## config.mk

```make
export PLATFORM = sky130hd
export DESIGN_NAME = sprite_attribute_decoder
export DESIGN_NICKNAME = d
export VERILOG_FILES = /design/src/design/sad_pkg.sv /design/src/design/sad_decode.sv /design/src/design/sprite_attribute_decoder.sv
export SDC_FILE = /design/constraint.sdc
export NUM_CORES = 1
export LEC_CHECK = 0
export BUFFER_PORTS_ARGS = -buffer_cell sky130_fd_sc_hd__buf_2
export CAP_MARGIN = 20
export CELL_PAD_IN_SITES_DETAIL_PLACEMENT = 1
export CELL_PAD_IN_SITES_GLOBAL_PLACEMENT = 2
export CORE_ASPECT_RATIO = 0.5
export CORE_UTILIZATION = 34
export CTS_BUF_LIST = sky130_fd_sc_hd__clkbuf_8 sky130_fd_sc_hd__clkbuf_16
export DETAILED_ROUTE_END_ITERATION = 16
export PLACE_DENSITY = 0.77
export SKIP_CTS_REPAIR_TIMING = 1
export SLEW_MARGIN = 20
export SYNTH_ARGS = -nofsm -noshare
export SYNTH_HDL_FRONTEND = slang
export SYNTH_SLANG_ARGS = --single-unit
```

## constraint.sdc

```tcl
create_clock -name clock -period 6.2 [get_ports clock]
set_input_delay 1.24 -clock clock [delete_from_list [all_inputs] [get_ports clock]]
set_output_delay 1.24 -clock clock [all_outputs]
set_load 0.1 [all_outputs]
```

## src/design/sad_pkg.sv

```systemverilog
// ----------------------------------------------------------------------------
// Sprite attribute decoder package
// Shared register indexes, height codes and the structs passed between the
// decode logic and the top level.
// ----------------------------------------------------------------------------
`default_nettype none

package sad_pkg;

   // Configuration register indexes.
   localparam logic [2:0] REG_COLOR_MASK     = 3'd0;
   localparam logic [2:0] REG_PRIORITY_MASK  = 3'd1;
   localparam logic [2:0] REG_PRIORITY_VALUE = 3'd2;
   localparam logic [2:0] REG_FLIP_SCREEN    = 3'd3;
   localparam logic [2:0] REG_HEIGHT_TABLE   = 3'd4;

   // Height codes held in the packed height table.
   localparam logic [1:0] HEIGHT_SINGLE = 2'd0;
   localparam logic [1:0] HEIGHT_DOUBLE = 2'd1;
   localparam logic [1:0] HEIGHT_QUAD   = 2'd2;
   localparam logic [1:0] HEIGHT_RAW    = 2'd3;

   // Position constants, all taken modulo 1024.
   localparam logic [9:0] Y_ORIGIN     = 10'd369;
   localparam logic [9:0] X_MIRROR     = 10'd496;
   localparam logic [9:0] Y_MIRROR     = 10'd242;
   localparam logic [9:0] DOUBLE_SHIFT = 10'd16;
   localparam logic [9:0] QUAD_SHIFT   = 10'd48;

   typedef struct packed {
      logic [4:0]  color_mask;
      logic [7:0]  priority_mask;
      logic [7:0]  priority_value;
      logic        flip_screen;
      logic [63:0] height_table;
   } csr_type;

   // One decoded sprite, ready to be split into 16-pixel pieces.
   typedef struct packed {
      logic [10:0] code;
      logic [4:0]  color;
      logic        flip_x;
      logic        flip_y;
      logic [9:0]  x_pos;
      logic [9:0]  y_pos;
      logic [1:0]  last_index;
   } sprite_type;

endpackage

`default_nettype wire

```

## src/design/sad_decode.sv

```systemverilog
// ----------------------------------------------------------------------------
// Sprite entry decode
// Checks the priority bits of one sprite list entry and decodes its tile
// code, color, flips, position and piece count.
// ----------------------------------------------------------------------------
`default_nettype none

module sad_decode (
   input  wire  sad_pkg::csr_type    csr,
   input  wire  logic [7:0]          attr_byte,
   input  wire  logic [7:0]          code_low,
   input  wire  logic [7:0]          code_flags,
   input  wire  logic [7:0]          x_low,
   input  wire  logic                x_high,
   input  wire  logic [7:0]          y_low,
   input  wire  logic                y_high,
   output logic                      selected,
   output sad_pkg::sprite_type       sprite
);

   logic [10:0] raw_code;
   logic [4:0]  height_sel;
   logic [1:0]  height;
   logic [10:0] code;
   logic [9:0]  sx;
   logic [9:0]  sy;
   logic [9:0]  sy_shifted;
   logic [1:0]  last_index;

   assign selected   = (attr_byte & csr.priority_mask) == csr.priority_value;
   assign raw_code   = {code_flags[2:0], code_low};
   assign height_sel = raw_code[9:5];
   assign height     = csr.height_table[{height_sel, 1'b0} +: 2];

   always_comb begin
      code       = raw_code;
      sy         = sad_pkg::Y_ORIGIN - {1'b0, y_high, y_low};
      last_index = 2'd0;
      unique case (height)
         sad_pkg::HEIGHT_SINGLE: begin
            last_index = 2'd0;
         end
         sad_pkg::HEIGHT_DOUBLE: begin
            code[0]    = 1'b0;
            sy         = sy - sad_pkg::DOUBLE_SHIFT;
            last_index = 2'd1;
         end
         sad_pkg::HEIGHT_QUAD: begin
            code[1:0]  = 2'b00;
            sy         = sy - sad_pkg::QUAD_SHIFT;
            last_index = 2'd3;
         end
         sad_pkg::HEIGHT_RAW: begin
            last_index = 2'd3;
         end
         default: begin
            last_index = 2'd0;
         end
      endcase
   end

   // Screen flip mirrors the whole sprite box, so the top row moves by its
   // full height as well.
   assign sy_shifted = sad_pkg::Y_MIRROR - {4'd0, last_index, 4'd0} - sy;
   assign sx         = csr.flip_screen ? sad_pkg::X_MIRROR - {1'b0, x_high, x_low}
                                       : {1'b0, x_high, x_low};

   always_comb begin
      sprite.code       = code;
      sprite.color      = attr_byte[4:0] & csr.color_mask;
      sprite.flip_x     = code_flags[6] ^ csr.flip_screen;
      sprite.flip_y     = code_flags[7] ^ csr.flip_screen;
      sprite.x_pos      = sx;
      sprite.y_pos      = csr.flip_screen ? sy_shifted : sy;
      sprite.last_index = last_index;
   end

endmodule

`default_nettype wire

```

## src/design/sprite_attribute_decoder.sv

```systemverilog
// ----------------------------------------------------------------------------
// Sprite attribute decoder
// Turns sprite list entries into 16-pixel-tall piece descriptors.
// ----------------------------------------------------------------------------
// An accepted entry is decoded in the cycle it arrives and held in a sprite
// register; from there one piece descriptor per cycle moves into the output
// register while the output is not stalled, highest row first, so an entry
// yields one, two or four pieces depending on its height code (four for
// height codes two and three). The next entry is accepted in the same
// cycle as the last piece of the current one leaves the emitter, and an
// entry that fails the priority check is accepted without producing a
// transaction. The first piece reaches the outputs through the sprite
// register and then the output register.
`default_nettype none

module sprite_attribute_decoder (
   input  wire  logic               clock,
   input  wire  logic               reset,
   // Configuration.
   input  wire  logic               csr_write_enable,
   input  wire  logic [2:0]         csr_index,
   input  wire  logic [63:0]        csr_write_data,
   // Sprite entries.
   input  wire  logic               req_valid,
   output logic                     req_stall,
   input  wire  logic [7:0]         req_attr_byte,
   input  wire  logic [7:0]         req_code_low,
   input  wire  logic [7:0]         req_code_flags,
   input  wire  logic [7:0]         req_x_low,
   input  wire  logic               req_x_high,
   input  wire  logic [7:0]         req_y_low,
   input  wire  logic               req_y_high,
   // Piece descriptors.
   output logic                     rsp_valid,
   input  wire  logic               rsp_stall,
   output logic [10:0]              rsp_tile_code,
   output logic [4:0]               rsp_color,
   output logic                     rsp_flip_x,
   output logic                     rsp_flip_y,
   output logic signed [9:0]        rsp_x_pos,
   output logic signed [9:0]        rsp_y_pos,
   output logic                     rsp_last_piece
);

   sad_pkg::csr_type    csr_ff;
   sad_pkg::sprite_type decoded;
   logic                selected;

   sad_pkg::sprite_type sprite_ff;
   logic                sprite_valid_ff;
   logic                sprite_valid_in;
   logic [1:0]          piece_ff;
   logic [1:0]          piece_in;

   logic                out_free;
   logic                emit;
   logic                emit_last;
   logic                req_accept;
   logic [1:0]          piece_offset;

   logic                rsp_valid_ff;
   logic                rsp_valid_in;
   logic [10:0]         tile_code_ff;
   logic [4:0]          color_ff;
   logic                flip_x_ff;
   logic                flip_y_ff;
   logic [9:0]          x_pos_ff;
   logic [9:0]          y_pos_ff;
   logic                last_piece_ff;

   // Configuration registers.
   always_ff @(posedge clock) begin
      if (reset) begin
         csr_ff.color_mask     <= 5'h1f;
         csr_ff.priority_mask  <= 8'h00;
         csr_ff.priority_value <= 8'h00;
         csr_ff.flip_screen    <= 1'b0;
         csr_ff.height_table   <= 64'd0;
      end else if (csr_write_enable) begin
         unique case (csr_index)
            sad_pkg::REG_COLOR_MASK:     csr_ff.color_mask     <= csr_write_data[4:0];
            sad_pkg::REG_PRIORITY_MASK:  csr_ff.priority_mask  <= csr_write_data[7:0];
            sad_pkg::REG_PRIORITY_VALUE: csr_ff.priority_value <= csr_write_data[7:0];
            sad_pkg::REG_FLIP_SCREEN:    csr_ff.flip_screen    <= csr_write_data[0];
            sad_pkg::REG_HEIGHT_TABLE:   csr_ff.height_table   <= csr_write_data;
            default: begin
            end
         endcase
      end
   end

   sad_decode u_decode (
      .csr        (csr_ff),
      .attr_byte  (req_attr_byte),
      .code_low   (req_code_low),
      .code_flags (req_code_flags),
      .x_low      (req_x_low),
      .x_high     (req_x_high),
      .y_low      (req_y_low),
      .y_high     (req_y_high),
      .selected   (selected),
      .sprite     (decoded)
   );

   // Piece emitter handshake.
   assign out_free   = !rsp_valid_ff || !rsp_stall;
   assign emit       = sprite_valid_ff && out_free;
   assign emit_last  = emit && (piece_ff == 2'd0);
   assign req_stall  = sprite_valid_ff && !emit_last;
   assign req_accept = req_valid && !req_stall;

   always_comb begin
      sprite_valid_in = sprite_valid_ff;
      piece_in        = piece_ff;
      if (emit) begin
         piece_in = piece_ff - 2'd1;
         if (emit_last) begin
            sprite_valid_in = 1'b0;
         end
      end
      if (req_accept && selected) begin
         sprite_valid_in = 1'b1;
         piece_in        = decoded.last_index;
      end
   end

   always_ff @(posedge clock) begin
      if (reset) begin
         sprite_valid_ff <= 1'b0;
         piece_ff        <= 2'd0;
      end else begin
         sprite_valid_ff <= sprite_valid_in;
         piece_ff        <= piece_in;
      end
   end

   always_ff @(posedge clock) begin
      if (req_accept && selected) begin
         sprite_ff <= decoded;
      end
   end

   // Pieces count upward in tile code from the top row, or downward when the
   // sprite is drawn mirrored vertically.
   assign piece_offset = sprite_ff.flip_y ? sprite_ff.last_index - piece_ff : piece_ff;
   assign rsp_valid_in = emit || (rsp_valid_ff && rsp_stall);

   always_ff @(posedge clock) begin
      if (reset) begin
         rsp_valid_ff <= 1'b0;
      end else begin
         rsp_valid_ff <= rsp_valid_in;
      end
   end

   always_ff @(posedge clock) begin
      if (emit) begin
         tile_code_ff  <= sprite_ff.code + {9'd0, piece_offset};
         color_ff      <= sprite_ff.color;
         flip_x_ff     <= sprite_ff.flip_x;
         flip_y_ff     <= sprite_ff.flip_y;
         x_pos_ff      <= sprite_ff.x_pos;
         y_pos_ff      <= sprite_ff.y_pos + {4'd0, piece_ff, 4'd0};
         last_piece_ff <= (piece_ff == 2'd0);
      end
   end

   assign rsp_valid      = rsp_valid_ff;
   assign rsp_tile_code  = tile_code_ff;
   assign rsp_color      = color_ff;
   assign rsp_flip_x     = flip_x_ff;
   assign rsp_flip_y     = flip_y_ff;
   assign rsp_x_pos      = $signed(x_pos_ff);
   assign rsp_y_pos      = $signed(y_pos_ff);
   assign rsp_last_piece = last_piece_ff;

   // A piece that is not the last one always leaves more of its sprite behind.
   assert property (@(posedge clock) disable iff (reset)
      rsp_valid_ff && !last_piece_ff |-> sprite_valid_ff)
      else $error("non-final piece with no sprite pending");

   // The remaining piece count never exceeds the sprite's piece count.
   assert property (@(posedge clock) disable iff (reset)
      sprite_valid_ff |-> piece_ff <= sprite_ff.last_index)
      else $error("piece index beyond sprite height");

   // Consecutive pieces of one sprite step up by one row.
   assert property (@(posedge clock) disable iff (reset)
      rsp_valid_ff && !rsp_stall && !last_piece_ff |=>
         rsp_valid_ff && (y_pos_ff == 10'($past(y_pos_ff) - 10'd16))
         && (x_pos_ff == $past(x_pos_ff)))
      else $error("pieces of one sprite out of sequence");

endmodule

`default_nettype wire
```

==> results.tsv <==
stage	metric	value	unit
synth	Top FF cell, synth	dfxtp_1	
global_routing	largest net degree at the start of global routing	91	
synth	Seq cells post-synth	169	
critical_path	Worst R2R Path Depth	13	
synth	Synth cell types	45	
clock_tree	CTS Buf Count	17	
critical_path	Worst R2R Start	csr_ff[5]	
clock_tree	Clock transition at path regs	0.06	ns
critical_path	Reg2Reg Setup Slack	1.99	ns
synth	post-synth top area share	32.1	%
critical_path	crit path buf inv count	2	
synth	post-synthesis net count	831	
clock_tree	H-tree levels	4	
global_routing	initial antenna violation count	1	
hold_path	Hold Crit Class	register to register	
synth	Post-synth EDFFs	79	
critical_path	Largest stage delay, worst path	0.64	ns
cells_and_area	Finished Layout Cells	1139	
synth	top cell type by total area after synthesis	edfxtp_1	
timing	setup TNS	0	ns
synth	count leader, synth	nand2_1	
critical_path	Setup crit end kind	register	
synth	cells after synthesis	698	
floorplan	Cell Rows	37	
floorplan	Initial Util	35.3	%
synth	most frequent cells after synthesis	192 x nand2_1, 90 x a21oi_1, 90 x dfxtp_1	
cells_and_area	share of cells above drive strength 1	23.8	%
timing	Final Cycle Share	85.7	%
floorplan	Die Ht	106	um
cells_and_area	Fill cells	2391	
critical_path	CP required	6.36	ns
synth	Synth warnings	0	
hold_path	worst hold start	sprite_ff[20]	
critical_path	CP startpoint kind	input port	
cells_and_area	layout overhead on the synthesized area	21.3	%
cells_and_area	layout net count	967	
routing	final wirelength	18000	um
critical_path	Critical Path AT	5.47	ns
global_routing	first-pass GRT wire length	28500	um
floorplan	I/O Pins	155	
critical_path	Critical Path Slowest Stage Cell	mux4_1	
clock_tree	CTS tree	done	
critical_path	r2r endpoint	sprite_ff[11]	
place	Cells after DPL	1107	
cells_and_area	area taken by multi-input logic gates	0.00300	mm2
critical_path	CP dominant cell by count	ha_1	
routing	wire length per cell	15.8	um
clock_tree	Max clock buf depth	2	
power_and_ir_drop	Power per Cell Area	309	mW/mm2
timing	pins over their slew limit	0	
routing	DRT Pass-1 Iters	4	
clock_tree	clk sinks	169	
critical_path	WS Path Type	input port to register	
routing	vias post-DR	5319	
timing	post-route clock skew	0.0136	ns
timing	RSZ-0062 raised after global routing	false	
timing	setup violators final	0	
outcome	status	complete, no violations	
critical_path	CP delay by family, top	multiplexers	
place	gpl congestion	0.760	
place	Final HPWL DP	12700	um
place	pre-CTS WS	0.452	ns
timing	Final WS setup	0.887	ns
place	IO buf count	151	
timing	fmax	0.188	GHz
floorplan	die area	0.0224	mm2
timing	Worst slew margin	32.9	%
global_routing	GRT Total Usage	16.5	%
critical_path	Critical Path Fanout Max	17	
cells_and_area	storage element area	0.00417	mm2
power_and_ir_drop	LEAKAGE	3.45	nW
routing	vias per cell	4.67	
hold_path	hold path endpoint	rsp_x_pos[8]	
critical_path	worst-path cell chain	buf_2, mux4_1, mux4_2, mux2i_1, inv_1, ha_1, fa_1, mux2_2, ha_1, o21ai_0, a31oi_1, nor4b_1, a32oi_1, xnor2_1	
cells_and_area	final core occ	42.8	%
floorplan	Die Wd	210	um
floorplan	Core ar.	0.0209	mm2
routing	drt drc	0	
timing	Final min period	5.31	ns
global_routing	grt total ovfl	0	
run	max cap viols	0	
synth	post-synthesis sequential area ratio	56.5	%
synth	Netlist Area Pre-Place	0.00739	mm2
timing	final hold vios	0	
routing	Final ANT Viol Nets	0	
clock_tree	CTS root buf	clkbuf_16	
routing	drt initial violations	187	
timing	Worst-Margin Slew	1.01	ns
synth	Mapped Avg Cell Area	10.6	um2
synth	ys async rst share	0	%
power_and_ir_drop	VDD IR max	143	uV
clock_tree	clock insertion delay at the later pin of the skew report	0.41	ns
global_routing	vias in the first global route	5584	
synth	synth top area cells	edfxtp_1 32%, dfxtp_1 24%, nand2_1 9.8%, a21oi_1 6.1%, xnor2_1 3.9%	
hold_path	WHS Path Cells	0	
==> power by group <==
group,switching [W],internal (W),total (W)
registers,0.0000300,0.00126,0.00129
clock network,0.000426,0.000602,0.00103
logic,0.000334,0.000117,0.000451
total,0.000790,0.00198,0.00277
==> worst reg2reg max path, stage by stage, from the launching register on <==
cell,delay [ns]
dfxtp_1,0.32
mux4_1,0.51
mux4_2,0.48
mux2i_1,0.35
inv_1,0.13
ha_1,0.27
fa_1,0.47
mux2_2,0.29
ha_1,0.33
o21ai_0,0.11
a31oi_1,0.27
nor4b_1,0.10
a32oi_1,0.23
xnor2_1,0.10
==> area by class of cell <==
| cell class | count | share of cell area [%] |
|---|---|---|
| antenna | 1 | 0.0279 |
| clock buffer | 20 | 5.46 |
| clock inverter | 11 | 0.894 |
| inverter | 20 | 0.838 |
| multi-input combinational | 472 | 33.4 |
| sequential | 169 | 46.6 |
| tap | 292 | 4.08 |
| timing repair buffer | 154 | 8.68 |
==> registers in the layout, indices dropped and copies added, names as in the netlist <==
register,count
rsp_flip_y,1
csr_ff,86
rsp_color,5
piece_ff,2
sprite_valid_ff,1
rsp_last_piece,1
rsp_tile_code,11
rsp_valid,1
rsp_x_pos,10
sprite_ff,40
rsp_y_pos,10
rsp_flip_x,1
==> layout by cell type, fill, tap and decap left out, drive strengths merged, types with 4 or more instances in the layout <==
cell / count
nand2: 192
xnor2: 33
a21oi: 90
buf: 154
nand3: 11
nor2: 18
and2: 6
clkinv: 5
nand2b: 5
a211o: 5
mux4: 20
ha: 16
and3: 7
o21ai: 10
xor2: 17
dfxtp: 90
mux2i: 4
edfxtp: 79
nor2b: 4
inv: 25
clkbuf: 20
==> through the flow <==
step / power (W) / area [um2] / hold WS, ns
after floorplan: 0.00165 / 7390 / 0.400
after global placement: 0.00176 / 8380 / 0.400
after detailed placement: 0.00177 / 8380 / 0.406
after CTS: 0.00281 / 8950 / 0.413
after global routing: 0.00289 / 8960 / 0.419
final: 0.00277 / 8960 / 0.410
==> routing by layer <==
metal / wire length [um] / global-route usage, % / up-vias
met1: 8510 / 21.0 / 2555
li1: - / - / 2679
met4: 167 / 4.24 / 0
met5: 0 / 0 / -
met2: 8760 / 28.6 / 76
met3: 532 / 3.34 / 9
==> worst max-delay path by stage <==
stage | startpoint | endpoint | slack [ns] | cells past startpoint
3_5_place_dp | req_code_low[5] | sprite_ff[11] | 0.45 | 14
4_1_cts | req_code_low[5] | sprite_ff[11] | 0.91 | 14
2_1_floorplan | rsp_stall | piece_ff[0] | 1.11 | 7
3_3_place_gp | req_code_low[5] | sprite_ff[11] | 0.49 | 14
5_1_grt | req_code_low[5] | sprite_ff[11] | 0.66 | 14
6_report | req_code_low[5] | sprite_ff[11] | 0.89 | 14
==> cells by family (layout without fill, tap and decap cells) <==
logic type      count (synthesis)  count (layout)  share of synthesized area [%]
simple gates                  263             263                           15.1
flops                         169             169                           56.5
compound gates                115             115                           8.52
buf+inv                        57             205                           3.15
xor+xnor                       50              50                           5.93
mux                            25              25                           7.30
fa+ha+maj                      19              19                           3.52
other cells                     0               1                              0
Note: power is estimated with default switching activity, not from simulation.
